==> config.mk <==
export PLATFORM = sky130hd
export DESIGN_NAME = pfa_free_list
export DESIGN_NICKNAME = d
export VERILOG_FILES = /design/src/pfa_pkg.sv /design/src/pfa_free_list.sv
export SDC_FILE = /design/constraint.sdc
export NUM_CORES = 2
export LEC_CHECK = 0
export BUFFER_PORTS_ARGS = -buffer_cell sky130_fd_sc_hd__buf_4
export CAP_MARGIN = 10
export CORE_MARGIN = 8
export CORE_UTILIZATION = 55
export CTS_CLUSTER_DIAMETER = 50
export CTS_CLUSTER_SIZE = 14
export DETAILED_ROUTE_END_ITERATION = 8
export PLACE_DENSITY_LB_ADDON = 0.2
export SLEW_MARGIN = 20
export SYNTH_ARGS = -nofsm -noshare
export SYNTH_HDL_FRONTEND = slang
export SYNTH_SLANG_ARGS = --single-unit
==> constraint.sdc <==
create_clock -name clk -period 6.1 [get_ports clk]
set_input_delay 0.915 -clock clk [delete_from_list [all_inputs] [get_ports clk]]
set_output_delay 0.915 -clock clk [all_outputs]
set_load 0.02 [all_outputs]
==> src/pfa_pkg.sv <==
// ----------------------------------------------------------------------------
// pfa_pkg
// Shared types and constants of the physical frame allocator: command and
// result words, action and status codes, free list control and status.
// ----------------------------------------------------------------------------
package pfa_pkg;

  localparam int MAX_FRAMES = 256;
  localparam int FRAME_W    = $clog2(MAX_FRAMES);
  localparam int COUNT_W    = FRAME_W + 1;
  localparam int OWNER_W    = 8;

  typedef enum logic [2:0] {
    ACT_TAKE    = 3'd0,
    ACT_RETURN  = 3'd1,
    ACT_ALLOC   = 3'd2,
    ACT_RELEASE = 3'd3,
    ACT_QUERY   = 3'd4
  } action_t;

  typedef enum logic [1:0] {
    ST_OK       = 2'd0,
    ST_NO_FREE  = 2'd1,
    ST_NOT_FOUND = 2'd2,
    ST_REFUSED  = 2'd3
  } status_t;

  // command word
  typedef struct packed {
    logic [2:0]         action;
    logic [FRAME_W-1:0] frame;
    logic [OWNER_W-1:0] owner_in;
  } cmd_t;

  // result word
  typedef struct packed {
    logic [1:0]         status;
    logic [FRAME_W-1:0] frame_out;
    logic [OWNER_W-1:0] owner_out;
    logic               is_free;
    logic [COUNT_W-1:0] free_total;
    logic [COUNT_W-1:0] used_total;
  } result_t;

  // free list requests from the action decode
  typedef struct packed {
    logic               pop;
    logic               push;
    logic [FRAME_W-1:0] push_frame;
  } fl_ctl_t;

  // free list state seen by the action decode
  typedef struct packed {
    logic               avail;
    logic               can_push;
    logic [FRAME_W-1:0] pop_frame;
  } fl_stat_t;

endpackage

==> src/pfa_free_list.sv <==
// ----------------------------------------------------------------------------
// pfa_free_list
// LIFO free list: a stack of returned frames in memory served first, then
// fresh frames issued in ascending order below the configured count.
// ----------------------------------------------------------------------------
module pfa_free_list
  import pfa_pkg::*;
(
  input  logic               clk,
  input  logic               rst,
  input  logic [COUNT_W-1:0] frame_count,
  input  fl_ctl_t            ctl,
  output fl_stat_t           stat,
  output logic [COUNT_W-1:0] free_total
);

  logic [FRAME_W-1:0] stack_mem [MAX_FRAMES];
  logic [COUNT_W-1:0] depth;
  logic [COUNT_W-1:0] depth_next;
  logic [COUNT_W-1:0] fresh_next;
  logic [COUNT_W-1:0] fresh_next_next;
  logic [FRAME_W-1:0] top_word;
  logic [COUNT_W-1:0] depth_m1;
  logic [COUNT_W-1:0] fresh_left;
  logic [COUNT_W:0]   total_sum;
  logic               stack_we;
  logic [FRAME_W-1:0] stack_waddr;
  logic [FRAME_W-1:0] stack_raddr;

  // top of list as seen by the current word
  assign stat.avail     = (depth != '0) || (fresh_next < frame_count);
  assign stat.can_push  = depth < COUNT_W'(MAX_FRAMES);
  assign stat.pop_frame = (depth != '0) ? top_word : fresh_next[FRAME_W-1:0];

  // pointer updates
  always_comb begin
    depth_next      = depth;
    fresh_next_next = fresh_next;
    stack_we        = 1'b0;
    stack_waddr     = depth[FRAME_W-1:0];
    if (ctl.pop) begin
      if (depth != '0) begin
        depth_next = depth - 1'b1;
      end else begin
        fresh_next_next = fresh_next + 1'b1;
      end
    end else if (ctl.push && stat.can_push) begin
      stack_we   = 1'b1;
      depth_next = depth + 1'b1;
    end
  end

  // prefetch the entry that will be on top after this word
  assign depth_m1    = depth_next - 1'b1;
  assign stack_raddr = depth_m1[FRAME_W-1:0];

  // free count after this word
  assign fresh_left = (frame_count > fresh_next_next) ? (frame_count - fresh_next_next) : '0;
  assign total_sum  = {1'b0, depth_next} + {1'b0, fresh_left};
  assign free_total = total_sum[COUNT_W-1:0];

  always_ff @(posedge clk) begin
    if (rst) begin
      depth      <= '0;
      fresh_next <= '0;
    end else begin
      depth      <= depth_next;
      fresh_next <= fresh_next_next;
    end
  end

  // stack memory write
  always_ff @(posedge clk) begin
    if (stack_we) begin
      stack_mem[stack_waddr] <= ctl.push_frame;
    end
  end

  // stack memory read with bypass of a push to the same entry
  always_ff @(posedge clk) begin
    if (stack_we && (stack_waddr == stack_raddr)) begin
      top_word <= ctl.push_frame;
    end else begin
      top_word <= stack_mem[stack_raddr];
    end
  end

endmodule

==> reports/qor.yml <==
logic_synthesis:
  syn_area_um2: 81300
  synth_top_area_share_pct: 75.6
  yosys_warnings: 0
  synthCells: 3909
  ys_ff_latch: 2074
  ys_types: 61
  synthFlopType: "edfxtp_1"
  synth_edf_count: 2048
  synth.area.top_cells: "edfxtp_1 (76%), mux4_2 (14%), mux2i_1 (1.6%), nor2_1 (1.5%), o21ai_0 (0.69%)"
  async_flop_share_pct: 0
  syn_nets: 3964
  netlist.top_cell.by_area: "edfxtp_1"
  yosysSeqAreaShare_pct: 76.2
  syn_avg_cell_area_um2: 20.8
  yosysMostFrequentCell: "edfxtp_1"
  ys_top_cells_by_count: "edfxtp_1 (2048), mux4_2 (512), nor2_1 (321)"
placement:
  gp_congestion: 0.860
  dp.final_hpwl_um: 113000
  place_inst: 5779
  preCtsSetupSlack_ps: -45.8
  postPlaceCellArea_um2: 84400
  port-buffer-count: 39
grt:
  grt.overflow.total: 0
  first_global_vias: 39500
  busiest_layer: "met2"
  gr-usage-met3_pct: 5.27
  antenna_found_initial: 2
  grt_start_max_net_pins: 201
  grt_pass1_wl_um: 275000
  met2_usage_pct: 36.3
  track_usage_pct: 23.3
  use_met1_pct: 33.4
final_layout:
  area_growth_pct: 10.8
  num_antenna_cells: 0
  stdcell_count: 6060
  nets: 4109
  final_area_um2: 90200
  nFillCells: 10100
  utilization_pct: 61.2
  drive_above_1_share_pct: 24.9
critical_path:
  critPathMaxFanout: 4
  arrival_ps: 5570
  end_kind: "primary output"
  worstPathRequired_ps: 5180
  crit_type: "flop to primary output"
  startpoint_type: "flop"
cts:
  cts_tree: "built"
  cts_buffers: 179
  numClockSinks: 2074
  clk_path_buf_depth: 3
  cts_hold_buf: 0
  cts_htree_levels: 4
  cts-root-buf: "clkbuf_16"
  clock_latency_ps: 800
  clk_pin_slew_worst_paths_ps: 60
floorplanning:
  io_pins: 40
  rows: 141
  start_util_pct: 55.2
  die_x_um: 401
  fp.dieH_um: 401
  core_um2: 147000
  design.die.area_um2: 160000
timing:
  period_share_pct: 106
  hold_ws_ps: 459
  fin_crit_ps: 6490
  hold_viol: 0
  finClkSkew_ps: 21.7
  worst_pin_slew_ps: 1090
  max_freq_mhz: 154
  setup_ws_ps: -386
  rsz0062_at_grt: "yes"
  slew_headroom_pct: 26.9
  maxSlewViolCount: 0
  tns_ps: -688
  setup_viol: 4
detailed_routing:
  wl_per_cell_um: 31.3
  drc: 0
  firstDrtPassIters: 5
  drtIter0Drc: 4499
  antenna_left: 0
  avgViaCountPerCell: 6.46
  vias: 39100
  finalWirelength_um: 190000
run_status:
  violations: "setup timing"
  status: "finished, violations left"
flow_run:
  maxCapViolations: 0
power_and_ir_drop:
  p_total_mw: 39.1
  p_leak_nw: 28.0
  vdd_drop_max_mv: 0.397
  power_density_nw_per_um2: 434
hold_path:
  hp-class: "primary input to flop"
## kinds of logic after synthesis
| kind of cell | count (synthesis) | share of synthesized area (%) |
|---|---|---|
| multiplexers | 674 | 16.2 |
| flip-flops | 2074 | 76.2 |
| buffers and inverters | 261 | 1.44 |
| AND/OR/NAND/NOR | 520 | 2.69 |
| AO/OA/AOI/OAI | 312 | 2.46 |
| XOR/XNOR | 34 | 0.398 |
| adder cells (fa/ha/maj) | 34 | 0.541 |
## path summary, 6_finish.rpt
kind                            slack (ps)                           to  cells past startpoint                      from
worst min-delay path                   460     fresh_next[2]$_SDFF_PP0_                      2                       rst
worst max-delay path                  -390                free_total[8]                     27       depth[6]$_SDFF_PP0_
worst min register to register         630     fresh_next[8]$_SDFF_PP0_                      2  fresh_next[8]$_SDFF_PP0_
worst max register to register        2670  stack_mem[148][0]$_DFFE_PP_                      6       depth[8]$_SDFF_PP0_
## registers in the layout, summed over array words and instances, names as in the netlist, named ones only
name	cells
fresh_next	9
depth	9
stack_mem	2048
## worst max-delay path: stages (launching register included)
cell and delay (ps):
dfxtp_2 320, or4_4 550, nor3_4 170, and3_4 220, and2_4 180, nand2_4 70
xor2_1 170, ha_1 330, o21ai_2 80, a21boi_2 210, o21ai_2 90, a21oi_2 190
a21o_1 150, a21oi_2 60, nor2_1 110, ha_2 200, inv_2 40, fa_2 390
nor2b_2 140, o21ai_2 80, a21boi_2 160, o21ai_1 80, nand2b_1 90, a21o_1 130
a21oi_2 70, xnor2_2 140, xnor2_2 170, buf_4 150
## power breakdown
part           internal [mW]  total, mW  switching (mW)
clock                   6.05       10.9            4.89
sequential              15.8       16.1           0.285
combinational           5.25       12.1            6.86
total                   27.1       39.1            12.0
## cell usage in the layout, fill, tap and decap left out, drive strengths merged, types with 3 or more instances in the layout
cell type	netlist	layout
and3	3	3
nand4	16	16
mux4	512	512
clkinv	0	25
buf	100	195
dfxtp	26	26
nor3b	3	3
nand2	102	102
or2	3	3
o211a	7	7
o22ai	26	26
o221ai	30	30
and2	8	8
a32oi	7	7
a311oi	6	6
nor2	321	321
or4	3	3
nand2b	5	5
nor2b	18	18
mux2i	126	126
mux2	36	36
a21o	5	5
nor3	7	7
inv	28	38
ha	32	32
a21oi	62	62
a22oi	9	9
clkbuf	133	210
o22a	9	9
xnor2	20	20
bufinv	0	13
edfxtp	2048	2048
o21bai	3	3
nand3	28	28
o2111ai	7	7
o21ai	113	113
a221oi	16	16
xor2	14	14
## repair_timing
item,in CTS,in global routing
pin swaps,31,21
gates resized for setup,49,10
buffers inserted,24,5
setup endpoints to repair,7,5
## layer usage
metal	vias to the layer above	share of wire, %
met3	298	8.8
met5	-	0.0063
met4	2	2.9
li1	16400	-
met2	1743	47
met1	20700	41
## final cells by class
cell class,count,area (um2),share of cell area (%)
Clock inverter,49,688,0.763
Timing Repair Buffer,197,1810,2.00
Inverter,28,108,0.119
Multi-Input combinational cell,1574,18400,20.4
Sequential cell,2074,62000,68.8
Tap cell,1930,2410,2.68
Clock buffer,208,4740,5.25
(Power assumes the default switching activity.)
